[src/hw/rtl/hcbt_pkg.sv]
package hcbt_pkg;

	// width of the chunk size accumulator
	localparam int SIZE_BITS = 32;

	localparam logic [7:0] CH_CR = 8'h0D;
	localparam logic [7:0] CH_LF = 8'h0A;

	// trailer end marker, CR LF CR LF
	localparam logic [31:0] END_MARK = 32'h0D0A0D0A;

	// framing bytes after each chunk payload
	localparam logic [SIZE_BITS:0] FRAME_BYTES = (SIZE_BITS + 1)'(2);

	typedef enum logic [1:0] {
		PH_LINE   = 2'd0,
		PH_DATA   = 2'd1,
		PH_TRAIL  = 2'd2,
		PH_DIGITS = 2'd3
	} phase_t;

	typedef struct packed {
		logic is_hex;
		logic [3:0] value;
	} hex_t;

	// hex digit decode
	function automatic hex_t hex_decode(input logic [7:0] b);
		hex_t h;
		h.is_hex = 1'b0;
		h.value  = 4'd0;
		if (b inside {[8'h30:8'h39]}) begin
			h.is_hex = 1'b1;
			h.value  = 4'(b - 8'h30);
		end else if (b inside {[8'h61:8'h66]}) begin
			h.is_hex = 1'b1;
			h.value  = 4'(b - 8'h61 + 8'd10);
		end else if (b inside {[8'h41:8'h46]}) begin
			h.is_hex = 1'b1;
			h.value  = 4'(b - 8'h41 + 8'd10);
		end
		return h;
	endfunction

	// blanks skipped before the first digit
	function automatic logic is_blank(input logic [7:0] b);
		return b inside {8'h20, 8'h09, 8'h0D, 8'h0A, 8'h0B, 8'h0C};
	endfunction

endpackage

[src/hw/rtl/http_chunked_body_tracker.sv]
// http chunked body tracker
//
// in channel (in_valid / in_ready / data_byte) takes the message body one byte
// per request, starting right after the header block. out channel (out_valid /
// out_ready) returns one result per byte: is_payload marks chunk data,
// body_done marks the last byte of the trailer, size_overflow marks the end of
// a size line whose hex count saturated at all ones.
//
// an accepted byte passes through the input register, then the framing logic into
// the result register. throughput is one byte per cycle while out_ready stays
// high, as the framing state updates once per accepted byte.
// the input register takes a new byte when it is empty or when the result
// register is being drained or is empty.
//
// reset clears both valid flags and returns the framing state to the start of
// a size line. when out_ready is low the result holds, the input register fills
// and in_ready drops, so no byte is lost. after body_done the tracker starts
// over on the next byte as a fresh chunked body.
module http_chunked_body_tracker (
	input  logic       clk,
	input  logic       arst_n,
	input  logic       in_valid,
	output logic       in_ready,
	input  logic [7:0] data_byte,
	output logic       out_valid,
	input  logic       out_ready,
	output logic       is_payload,
	output logic       body_done,
	output logic       size_overflow
);
	import hcbt_pkg::*;

	logic valid_s1;
	logic [7:0] byte_s1;
	logic valid_s2;
	logic payload_s2, done_s2, ovf_s2;
	logic adv_s1;

	phase_t phase_q, phase_d;
	logic [SIZE_BITS-1:0] accum_q, accum_d;
	logic ended_q, ended_d;
	logic [SIZE_BITS:0] skip_q, skip_d;
	logic [23:0] recent_q, recent_d;
	logic ovf_seen_q, ovf_seen_d;
	logic payload_d, done_d, ovf_d;

	hex_t hx;
	logic line_end;
	logic [SIZE_BITS:0] skip_dec;

	// stage 1 moves on when the result register is free or being taken
	assign adv_s1   = !valid_s2 || out_ready;
	assign in_ready = !valid_s1 || adv_s1;

	// input register
	always_ff @(posedge clk or negedge arst_n) begin
		if (!arst_n) begin
			valid_s1 <= 1'b0;
		end else if (in_ready) begin
			valid_s1 <= in_valid;
		end
	end

	always_ff @(posedge clk) begin
		if (in_ready && in_valid) begin
			byte_s1 <= data_byte;
		end
	end

	// framing state register
	always_ff @(posedge clk or negedge arst_n) begin
		if (!arst_n) begin
			phase_q    <= PH_LINE;
			accum_q    <= '0;
			ended_q    <= 1'b0;
			skip_q     <= '0;
			recent_q   <= '0;
			ovf_seen_q <= 1'b0;
		end else if (valid_s1 && adv_s1) begin
			phase_q    <= phase_d;
			accum_q    <= accum_d;
			ended_q    <= ended_d;
			skip_q     <= skip_d;
			recent_q   <= recent_d;
			ovf_seen_q <= ovf_seen_d;
		end
	end

	assign hx       = hex_decode(byte_s1);
	assign line_end = (byte_s1 == CH_LF) && (recent_q[7:0] == CH_CR);
	assign skip_dec = skip_q - (SIZE_BITS + 1)'(1);

	// next framing state and per-byte flags
	always_comb begin
		phase_d    = phase_q;
		accum_d    = accum_q;
		ended_d    = ended_q;
		skip_d     = skip_q;
		ovf_seen_d = ovf_seen_q;
		recent_d   = {recent_q[15:0], byte_s1};
		payload_d  = 1'b0;
		done_d     = 1'b0;
		ovf_d      = 1'b0;
		case (phase_q)
			PH_DATA: begin
				payload_d = (skip_q > FRAME_BYTES);
				if (skip_q != '0) begin
					skip_d = skip_dec;
				end
				if (skip_d == '0) begin
					phase_d = PH_LINE;
				end
			end
			PH_TRAIL: begin
				if ({recent_q, byte_s1} == END_MARK) begin
					done_d     = 1'b1;
					phase_d    = PH_LINE;
					accum_d    = '0;
					ended_d    = 1'b0;
					skip_d     = '0;
					recent_d   = '0;
					ovf_seen_d = 1'b0;
				end
			end
			PH_LINE, PH_DIGITS: begin
				// accumulate hex digits until the size field ends
				if (!ended_q) begin
					if (hx.is_hex) begin
						if (accum_q[SIZE_BITS-1 -: 4] != 4'd0) begin
							accum_d    = '1;
							ovf_seen_d = 1'b1;
						end else begin
							accum_d = {accum_q[SIZE_BITS-5:0], hx.value};
						end
						phase_d = PH_DIGITS;
					end else if (!(phase_q == PH_LINE && is_blank(byte_s1))) begin
						ended_d = 1'b1;
					end
				end
				// size line ends on CR LF
				if (line_end) begin
					ovf_d = ovf_seen_d;
					if (accum_d != '0) begin
						skip_d  = {1'b0, accum_d} + FRAME_BYTES;
						phase_d = PH_DATA;
					end else begin
						phase_d = PH_TRAIL;
					end
					accum_d    = '0;
					ended_d    = 1'b0;
					ovf_seen_d = 1'b0;
				end
			end
			default: begin
				phase_d = PH_LINE;
			end
		endcase
	end

	// result register
	always_ff @(posedge clk or negedge arst_n) begin
		if (!arst_n) begin
			valid_s2 <= 1'b0;
		end else if (adv_s1) begin
			valid_s2 <= valid_s1;
		end
	end

	always_ff @(posedge clk) begin
		if (adv_s1 && valid_s1) begin
			payload_s2 <= payload_d;
			done_s2    <= done_d;
			ovf_s2     <= ovf_d;
		end
	end

	assign out_valid     = valid_s2;
	assign is_payload    = payload_s2;
	assign body_done     = done_s2;
	assign size_overflow = ovf_s2;

endmodule

[config.mk]
export PLATFORM = sky130hd
export DESIGN_NAME = http_chunked_body_tracker
export DESIGN_NICKNAME = d
export VERILOG_FILES = /design/src/hw/rtl/hcbt_pkg.sv /design/src/hw/rtl/http_chunked_body_tracker.sv
export SDC_FILE = /design/constraint.sdc
export NUM_CORES = 1
export LEC_CHECK = 0
export BUFFER_PORTS_ARGS = -buffer_cell sky130_fd_sc_hd__buf_2
export CAP_MARGIN = 20
export CORE_ASPECT_RATIO = 1.2
export CORE_MARGIN = 10
export CORE_UTILIZATION = 55
export CTS_BUF_LIST = sky130_fd_sc_hd__clkbuf_4
export DETAILED_ROUTE_END_ITERATION = 6
export PLACE_DENSITY = 0.83
export SLEW_MARGIN = 20
export SYNTH_ARGS = -nofsm -noshare
export SYNTH_HDL_FRONTEND = slang
export SYNTH_SLANG_ARGS = --single-unit
[constraint.sdc]
create_clock -name clk -period 4.1 [get_ports clk]
set_clock_uncertainty 0.1 [all_clocks]
set_input_delay 0.205 -clock clk [delete_from_list [all_inputs] [get_ports clk]]
set_output_delay 0.205 -clock clk [all_outputs]
set_load 0.02 [all_outputs]
# --- Word-level counts from Yosys, hierarchy flattened ---
# Index checks and enable logic that the tools add are counted.
classes:
  n_eq_ne: 17
  mux: 37
  n_lt_le_gt_ge: 7
  n_addsub: 7
  n_reduce_logical: 23
op_table:
  columns: ["op", "n"]
  rows:
  - ["two-way mux 32 bit", 6]
  - ["two-way mux 33 bit", 5]
  - ["one-hot mux 33 bit (3 select lines)", 1]
  - ["one-hot mux 32 bit (2 select lines)", 1]
  - ["equality test 8 x 4 -> 1 bit (second input constant)", 6]
  - ["two-way mux 24 bit", 2]
  - ["adder 32 x 2 -> 33 bit (second input constant)", 1]
  - ["> comparator 33 x 2 -> 1 bit (second input constant)", 1]
  - ["logical NOT 33 bit", 1]
  - ["nonzero test 33 bit", 1]
  - ["subtractor 33 x 1 -> 33 bit (second input constant)", 1]
  - ["equality test 32 x 28 -> 1 bit (second input constant)", 1]
  - ["nonzero test 32 bit", 1]
  - ["greater-or-equal comparator 8 x 7 -> 1 bit (second input constant)", 2]
  - ["less-or-equal comparator 8 x 7 -> 1 bit (second input constant)", 2]
  - ["two-way mux 5 bit", 3]
  - ["two-way mux 2 bit", 6]
  - ["subtractor 4 x 1 -> 4 bit (second input constant)", 3]
  - ["two-way mux 1 bit", 10]
  - ["adder 4 bit (second input constant)", 2]
  - ["equality test 8 x 6 -> 1 bit (second input constant)", 1]
  - ["greater-or-equal comparator 8 x 6 -> 1 bit (second input constant)", 1]
  - ["less-or-equal comparator 8 x 6 -> 1 bit (second input constant)", 1]
  - ["!= test 2 bit (second input constant)", 4]
  - ["17 further kinds", 28]
word_totals:
  reg_bits: 106

# --- Longest topological paths before layout ---
# Gate-level depths: netlist (run 1).
logic_depth:
  word_depth: 13
  depth_mapped: 17
  depth_no_buf: 16

# --- Least setup slack after synthesis (run 1) ---
# OpenSTA, ideal clock, no wires.
synth_path:
  path_kind: "register to register"
  start: "register byte_s1[4]"
  end: "register skip_q[27]"
  t_required_ns: 3.918
  setup_time_ns: 0.082
  n_path_buf: 1
  setup_slack_ns: 0.184
  arrival_ns: 3.734
  stages_incl_launch_ff: 15
  cell_sequence: "edfxtp_1 or4b_1 a2111o_1 nand2_1 clkbuf_1 nand2_1 o21a_1 ha_1 nor2b_1 a31oi_1 nor4_1 xnor2_1 o32ai_1 a31oi_1 o22ai_1"
synth_between:
  elab_chain_len: 13
synth_lines:
  columns: ["element", "line", "rtl"]
  rows:
  - ["start, declared", "http_chunked_body_tracker.sv:34", "logic [7:0] byte_s1;"]
  - ["start signal, assigned", "http_chunked_body_tracker.sv:66", "byte_s1 <= data_byte;"]
  - ["greater-or-equal comparator 8 x 7 -> 1 bit / less-or-equal comparator 8 x 7 -> 1 bit (equally long branches)", "hcbt_pkg.sv:38", "end else if (b inside {[8'h41:8'h46]}) begin"]
  - ["logical AND 1 bit", "hcbt_pkg.sv:38", null]
  - ["two-way mux 5 bit", "hcbt_pkg.sv:38", null]
  - ["two-way mux 5 bit", "hcbt_pkg.sv:35", "end else if (b inside {[8'h61:8'h66]}) begin"]
  - ["two-way mux 5 bit", "hcbt_pkg.sv:32", "if (b inside {[8'h30:8'h39]}) begin"]
  - ["two-way mux 32 bit", "http_chunked_body_tracker.sv:129", "if (accum_q[SIZE_BITS-1 -: 4] != 4'd0) begin"]
  - ["two-way mux 32 bit", "http_chunked_body_tracker.sv:128", "if (hx.is_hex) begin"]
  - ["two-way mux 32 bit", "http_chunked_body_tracker.sv:127", "if (!ended_q) begin"]
  - ["two-way mux 32 bit", "http_chunked_body_tracker.sv:104", "case (phase_q)"]
  - ["adder 32 x 2 -> 33 bit", "http_chunked_body_tracker.sv:144", "skip_d = {1'b0, accum_d} + FRAME_BYTES;"]
  - ["two-way mux 33 bit", "http_chunked_body_tracker.sv:143", "if (accum_d != '0) begin"]
  - ["two-way mux 33 bit", "http_chunked_body_tracker.sv:141", "if (line_end) begin"]
  - ["one-hot mux 33 bit (3 select lines)", "http_chunked_body_tracker.sv:104", null]
  - ["end signal, assigned", "http_chunked_body_tracker.sv:83", "skip_q <= skip_d;"]
  - ["end, declared", "http_chunked_body_tracker.sv:42", "logic [SIZE_BITS:0] skip_q, skip_d;"]
# Several ways; a longest one is shown, not always the timed one. The select of a mux whose other input is x is not followed.
# A chain may end at the register's enable or synchronous reset.

# --- Worst setup path after layout (run 1) ---
layout_path:
  start: "register byte_s1[7]"
  end: "register skip_q[28]"
# The elaborated chain is that of the path after synthesis.

==> results.tsv, run 1 <==
metric	value	unit
clock buffer depth	2	
initial antenna violation count	1	
Crit path required time	4.45	ns
CP dominant cell by count	a21oi_1	
Num CTS Buffers	9	
first-pass GRT wire length	34.02	mm
Ports	17	
async set-reset flop share out of synthesis	89.62	%
sw frac	33.33	%
htree depth	3	
Int Pwr	1.437	mW
FF+latch count, synth	106	
Slew Viols, Final	0	
endpoint class of the critical path	flop	
wire per inst	19.54	um
M1 GR Usage	31.87	%
slowest stage cell, crit path	a2111oi_2	
final instance area	7711	um2
total wire length	21.02	mm
clock root cell	clkbuf_4	
syn nets	912	
Pre-antenna DRT Iters	5	
cell taking the most area after synthesis	dfrtp_1	
Skew-Pair Late Insertion Delay	0.52	ns
Port Buffers	16	
number of global-route vias before repair	6378	
mapped cell area	7099	um2
Main synth FF type	dfrtp_1	
Die Ht	144.5	um
cells after synthesis	889	
Initial Util	56.04	%
critical-path cell list	or4b_1, a2111oi_2, nor2_4, buf_4, mux2i_1, a21oi_1, o21ai_0, xnor2_1, a21oi_1, a21oi_1	
Post-synth top cells	nand2_1, nor2_1, dfrtp_1	
Max-slew headroom	48.52	%
min Tclk post-route	3.974	ns
area added between synthesis and finish	8.618	%
# rows	45	
layout cell share with drive strength beyond 1	10.10	%
die area	17870	um2
final setup violation count	0	
Clock Power Share	25.2	%
Starting DRT DRC Count	985	
CP max FO	64	
detailed-route vias per instance	6.552	
top cell type's share of synthesized area	33.49	%
critical path launch point type	flop	
CTS clock-pin slew for the worst setup and hold paths	0.18	ns
Pleak	2.990	nW
actual slew at the worst max-slew pin	0.7722	ns
Yosys warnings	0	
pwr/cell area	279.5	nW/um2
Seq pwr share	57.0	%
Detail Route Antenna Nets	0	
Post-DP Area	7391	um2
sequential fraction of the synthesis area	38.14	%
cell with the most instances after synthesis	nand2_1	
Sw Pwr	0.7184	mW
Comb power frac	17.8	%
Vias	7050	
Fmax	0.2516	GHz
CP peak stage delay	0.67	ns
met3 usage	3.393	%
max-cap viol count	0	
Final nets	929	
utilization after layout	60.87	%
final hold viol count	0	
post-placement cell count	1041	
Global Route met2 Usage	37.03	%
placer's final routability congestion estimate	0.9904	
Final Power	2.155	mW
CTS tree	yes	
Clock Sink Count	106	
Residual DRC	0	
GR peak layer	met2	
Worst VDD drop	0.0001799	V
worst hold-check path type	in -> async	
Die X	123.7	um
GRT Residual Overflow	0	
Distinct cells, synth	71	
WS Path Type	reg -> reg	
Layout Cells excl Fill	1076	
leading post-synthesis cells by cell area	dfrtp_1, nand2_1, o21ai_0	
critical path arrival	4.32	ns
Post-synth EDFFs	11	
Final period util	96.93	%
status	complete, no violations	
synthesized area per cell	7.986	um2
core area	12670	um2
HPWL after DPL	14.79	mm
largest net degree at the start of global routing	65	
GRT Total Usage	23.77	%
-- power groups by stage --
stage                     Sequential [mW]  Clock (mW)  Combinational, mW
after detailed placement             1.25           0              0.357
after global routing                 1.24       0.589              0.426
after floorplan                      1.21           0              0.279
final                                1.23       0.543              0.383
after CTS                            1.23       0.547              0.367
after global placement               1.24           0              0.349
-- layer usage --
metal / routed length (um) / vias to the layer above
li1: - / 3265
met2: 9927 / 366
met4: 767 / 0
met3: 1658 / 64
met1: 8669 / 3355
met5: 0 / -
-- critical path: cells and delay by family (launching register included) --
kind | cells | cell delay (ns)
mux | 1 | 0.21
buf+inv | 1 | 0.32
xor+xnor | 1 | 0.28
simple gates | 2 | 0.69
flops | 1 | 0.49
compound gates | 5 | 1.80
-- what timing repair did --
item | CTS | global route
hold buffers | 12 | 0
setup buffers | 0 | 6
endpoints found under the hold margin | 65 | 0
gates resized for setup | 0 | 7
setup endpoints to repair | 0 | 14
-- stage by stage --
stage	hold slack (ns)	worst slack [ns]	setup TNS, ns
global route	0.2424	-0.02542	-0.02542
CTS	0.1912	0.1215	0
detailed placement	0.2158	0.1648	0
floorplan	-0.1906	0.1840	0
finish	0.1702	0.1258	0
global placement	0.2158	0.2142	0
-- final cells by class --
cell class	count	area, um2
well taps	164	205.2
multi-input cells	709	4140
flip-flops and latches	106	2708
inverters	17	63.81
repair buffers	63	465.4
fillers	1138	4957
clock buffers	9	67.56
diodes	1	2.502
clock inverters	7	58.81
-- logic make-up (layout without fill, tap and decap cells) --
logic type / count (synthesis) / in the layout / share of synthesized area (%)
xor gates and xnor gates: 40 / 40 / 4.935
muxes: 7 / 7 / 1.005
buffers and inverters: 74 / 96 / 4.177
AOI/OAI and AO/OA: 239 / 239 / 21.08
and+or+nand+nor: 412 / 412 / 28.73
adders and majority gates: 11 / 11 / 1.939
other: 0 / 1 / 0
DFF: 106 / 106 / 38.14
-- path summary, 6_finish.rpt --
path                       slack, ns  cells past startpoint    startpoint      endpoint
setup / recovery                0.13                     10    byte_s1[7]    skip_q[28]
hold / removal                  0.17                      2        arst_n    accum_q[7]
setup reg to reg                0.13                     10    byte_s1[7]    skip_q[28]
hold reg to reg                 0.39                      2  recent_q[22]  recent_q[22]
max in group asynchronous       2.73                      3        arst_n    skip_q[12]
min in group clk                0.28                      2  data_byte[3]    byte_s1[3]
-- state kept, by name, indices dropped and copies added, names as in the netlist --
register / cells
skip_q: 33
accum_q: 32
recent_q: 24
byte_s1: 8
phase_q: 2
body_done: 1
ended_q: 1
is_payload: 1
out_valid: 1
ovf_seen_q: 1
size_overflow: 1
valid_s1: 1
-- cells in the final DEF, fill, tap and decap left out, drive strengths merged, types with 11 or more instances in the layout --
master	synthesis	layout
o21ai	86	86
buf	6	51
a22o	11	11
nor2	100	100
nor3	32	32
nand3	27	27
dfrtp	95	95
dlygate4sd3	0	12
a211oi	11	11
a31oi	13	13
xnor2	26	26
xor2	14	14
or4	15	15
inv	16	21
edfxtp	11	11
ha	11	11
a21oi	56	56
nor4	20	20
nand2	141	141
nand4	12	12
No activity file was read; power rests on OpenSTA's default activity.
==> run 2: changes to the inputs <==
--- a/config.mk
+++ b/config.mk
@@ -9,10 +9,10 @@
 export CAP_MARGIN = 20
 export CORE_ASPECT_RATIO = 1.2
 export CORE_MARGIN = 10
-export CORE_UTILIZATION = 55
+export CORE_UTILIZATION = 45
 export CTS_BUF_LIST = sky130_fd_sc_hd__clkbuf_4
 export DETAILED_ROUTE_END_ITERATION = 6
-export PLACE_DENSITY = 0.83
+export PLACE_DENSITY = 0.72
 export SLEW_MARGIN = 20
 export SYNTH_ARGS = -nofsm -noshare
 export SYNTH_HDL_FRONTEND = slang
==> constraint.sdc (replaced) <==
create_clock -name clk -period 3.25 [get_ports clk]
set_clock_uncertainty 0.1 [all_clocks]
set_input_delay 0.1625 -clock clk [delete_from_list [all_inputs] [get_ports clk]]
set_output_delay 0.1625 -clock clk [all_outputs]
set_load 0.02 [all_outputs]
==> run 2 against run 1 <==
The run now ends with negative setup slack left. First-iteration DRC count fell by 6.8%. Setup slack worse by 0.40 ns. Critical path depth grew 4. Cell area grew 19%. Core utilization down 2.0 points. Power up 36%. Non-clock buffer count rose by 140. Maximum frequency grew 13%. Sequential power increased by 24%. Cell count increased by 17%. Clock-buffer cell count is 1 higher. Critical endpoint is now skip_q[19]. Largest power group unchanged.
==> results.tsv, run 2 (synthesis gave the netlist of run 1 again) <==
metric	value	unit	change
top flop regs	skip_q (33), accum_q (32), recent_q (24)		
layout cell share with drive strength beyond 1	25.71	%	+16 points
worst hold-check path type	in -> async		
detailed-route vias per instance	6.063		-7.5%
Final Power	2.934	mW	+36%
number of global-route vias before repair	7187		+13%
actual slew at the worst max-slew pin	0.7178	ns	-0.05443 ns
area added between synthesis and finish	29.19	%	
Initial Util	45.57	%	-10 points
cells on worst reg2reg path	14		+4
failing checks	negative setup slack		
Sw Pwr	0.9293	mW	+29%
Pre-antenna DRT Iters	7		+2
WS Path Type	reg -> reg		
Clock Power Share	24.6	%	-0.6 points
CP Buf/Inv Count	1		unchanged
Clock Sink Count	106		unchanged
CTS clock-pin slew for the worst setup and hold paths	0.18	ns	about the same
critical path arrival	3.87	ns	-0.45 ns
pwr/cell area	319.9	nW/um2	+14%
final setup violation count	27		+27
reg2reg start	byte_s1[7]		
wire per inst	19.22	um	-1.6%
Vias	7633		+8.3%
GRT Residual Overflow	0		unchanged
status	finished, violations left		
Starting DRT DRC Count	918		-6.8%
GRT Total Usage	21.98	%	-1.8 points
Num CTS Buffers	9		unchanged
Die X	134.7	um	+8.8%
min Tclk post-route	3.526	ns	-0.4484 ns
Fmax	0.2836	GHz	+13%
CTS tree	yes		
clock buffer depth	2		unchanged
core area	15580	um2	+23%
sw frac	31.67	%	-1.7 points
slowest stage cell, crit path	or4b_4		
largest net degree at the start of global routing	43		-34%
critical path launch point type	flop		
RSZ-0062 raised after global routing	true		
final hold viol count	0		unchanged
reg2reg setup slack	-0.28	ns	-0.40 ns
die area	21220	um2	+19%
pre-CTS WS	-0.1620	ns	-0.3268 ns
max reg flops	33		unchanged
commonest non-fill, non-tap cells in the layout	buf_4, nand2_1, dfrtp_1		
Seq pwr share	51.7	%	-5.3 points
Comb power frac	23.8	%	+6.0 points
endpoint class of the critical path	flop		
Pleak	3.763	nW	+26%
max-cap viol count	0		unchanged
CP top delay family	compound AO/OA/AOI/OAI gates		
htree depth	3		unchanged
post-placement cell count	1210		+16%
r2r endpoint	skip_q[19]		
Int Pwr	2.005	mW	+40%
Max-slew headroom	52.10	%	+3.6 points
Worst VDD drop	0.0002120	V	+18%
Crit path required time	3.60	ns	-0.85 ns
commonest non-fill, non-tap cell in the layout	buf_4		
Residual DRC	0		unchanged
# rows	50		+11%
Slew Viols, Final	0		unchanged
Skew-Pair Late Insertion Delay	0.51	ns	about the same
Final nets	1069		+15%
setup TNS	-3.086	ns	-3.086 ns
register name with the most flops	skip_q		
placer's final routability congestion estimate	0.9595		-3.1%
critical-path cell list	or4b_4, a2111o_1, nand2_4, buf_6, o21a_1, ha_2, nand4_1, nor3_2, a31oi_4, a211o_1, nor2_2, xor2_1, a32oi_1, o21ai_1		
Worst Slack Setup Final	-0.2758	ns	-0.4016 ns
total wire length	24.20	mm	+15%
Detail Route Antenna Nets	0		unchanged
CP max FO	4		-94%
Die Ht	157.6	um	+9.1%
Final period util	108.5	%	+12 points
Port Buffers	16		unchanged
CP peak stage delay	0.57	ns	-0.10 ns
first-pass GRT wire length	37.59	mm	+10%
Ports	17		unchanged
initial antenna violation count	1		unchanged
HPWL after DPL	16.83	mm	+14%
WHS	0.01460	ns	-0.1556 ns
Layout Cells excl Fill	1259		+17%
clock root cell	clkbuf_4		
run 2: worst reg2reg max path, cell delays in order (launching register included):
cell and delay [ns]:
edfxtp_1 0.44, or4b_4 0.57, a2111o_1 0.37, nand2_4 0.12, buf_6 0.11, o21a_1 0.16, ha_2 0.21, nand4_1 0.11
nor3_2 0.26, a31oi_4 0.08, a211o_1 0.33, nor2_2 0.13, xor2_1 0.17, a32oi_1 0.12, o21ai_1 0.20
run 2: worst max-delay path by stage:
stage	start	endpoint	slack, ns	cells past startpoint
after floorplan	byte_s1[4]	skip_q[19]	-0.23	15
after global placement	skip_q[0]	phase_q[1]	-0.09	11
after detailed placement	byte_s1[4]	skip_q[19]	-0.16	14
after CTS	byte_s1[4]	skip_q[19]	-0.13	14
after global routing	byte_s1[7]	skip_q[19]	-0.44	14
final	byte_s1[7]	skip_q[19]	-0.28	14
run 2: power by group through the flow:
stage               clock, mW  sequential [mW]  combinational (mW)
finish                  0.720             1.52               0.698
floorplan                   0             1.53               0.370
global placement            0             1.54               0.613
CTS                     0.732             1.51               0.651
detailed placement          0             1.54               0.628
global route            0.778             1.53               0.769
run 2: metrics by stage:
stage | utilization [%] | cell area (um2)
4_1_cts | 57.08 | 8892
3_5_place_dp | 54.43 | 8478
5_1_grt | 58.88 | 9171
3_3_place_gp | 54.43 | 8478
6_report | 58.88 | 9171
2_1_floorplan | - | 7179
run 2: cell type report:
cell class                 instances  area [um2]
fill                            1367        6406
multi-input combinational        709        4394
tap                              208       260.3
timing repair buffer             203        1605
sequential                       106        2708
inverter                          17       63.81
antenna                            1       2.502
clock inverter                     5       62.56
clock buffer                      10       75.07
run 2: timing repair:
item | CTS | global route
hold buffers | 12 | 0
pin swaps | 11 | 20
endpoints found under the setup margin | 12 | 56
cloned | 0 | 3
resized for setup | 15 | 42
setup buffers | 8 | 10
endpoints found under the hold margin | 43 | 0
run 2: routing by layer:
metal	share of wire (%)	track usage (%)
met4	4.2	9.445
met2	47	36.08
met1	43	28.34
met5	0	0
met3	5.9	2.949
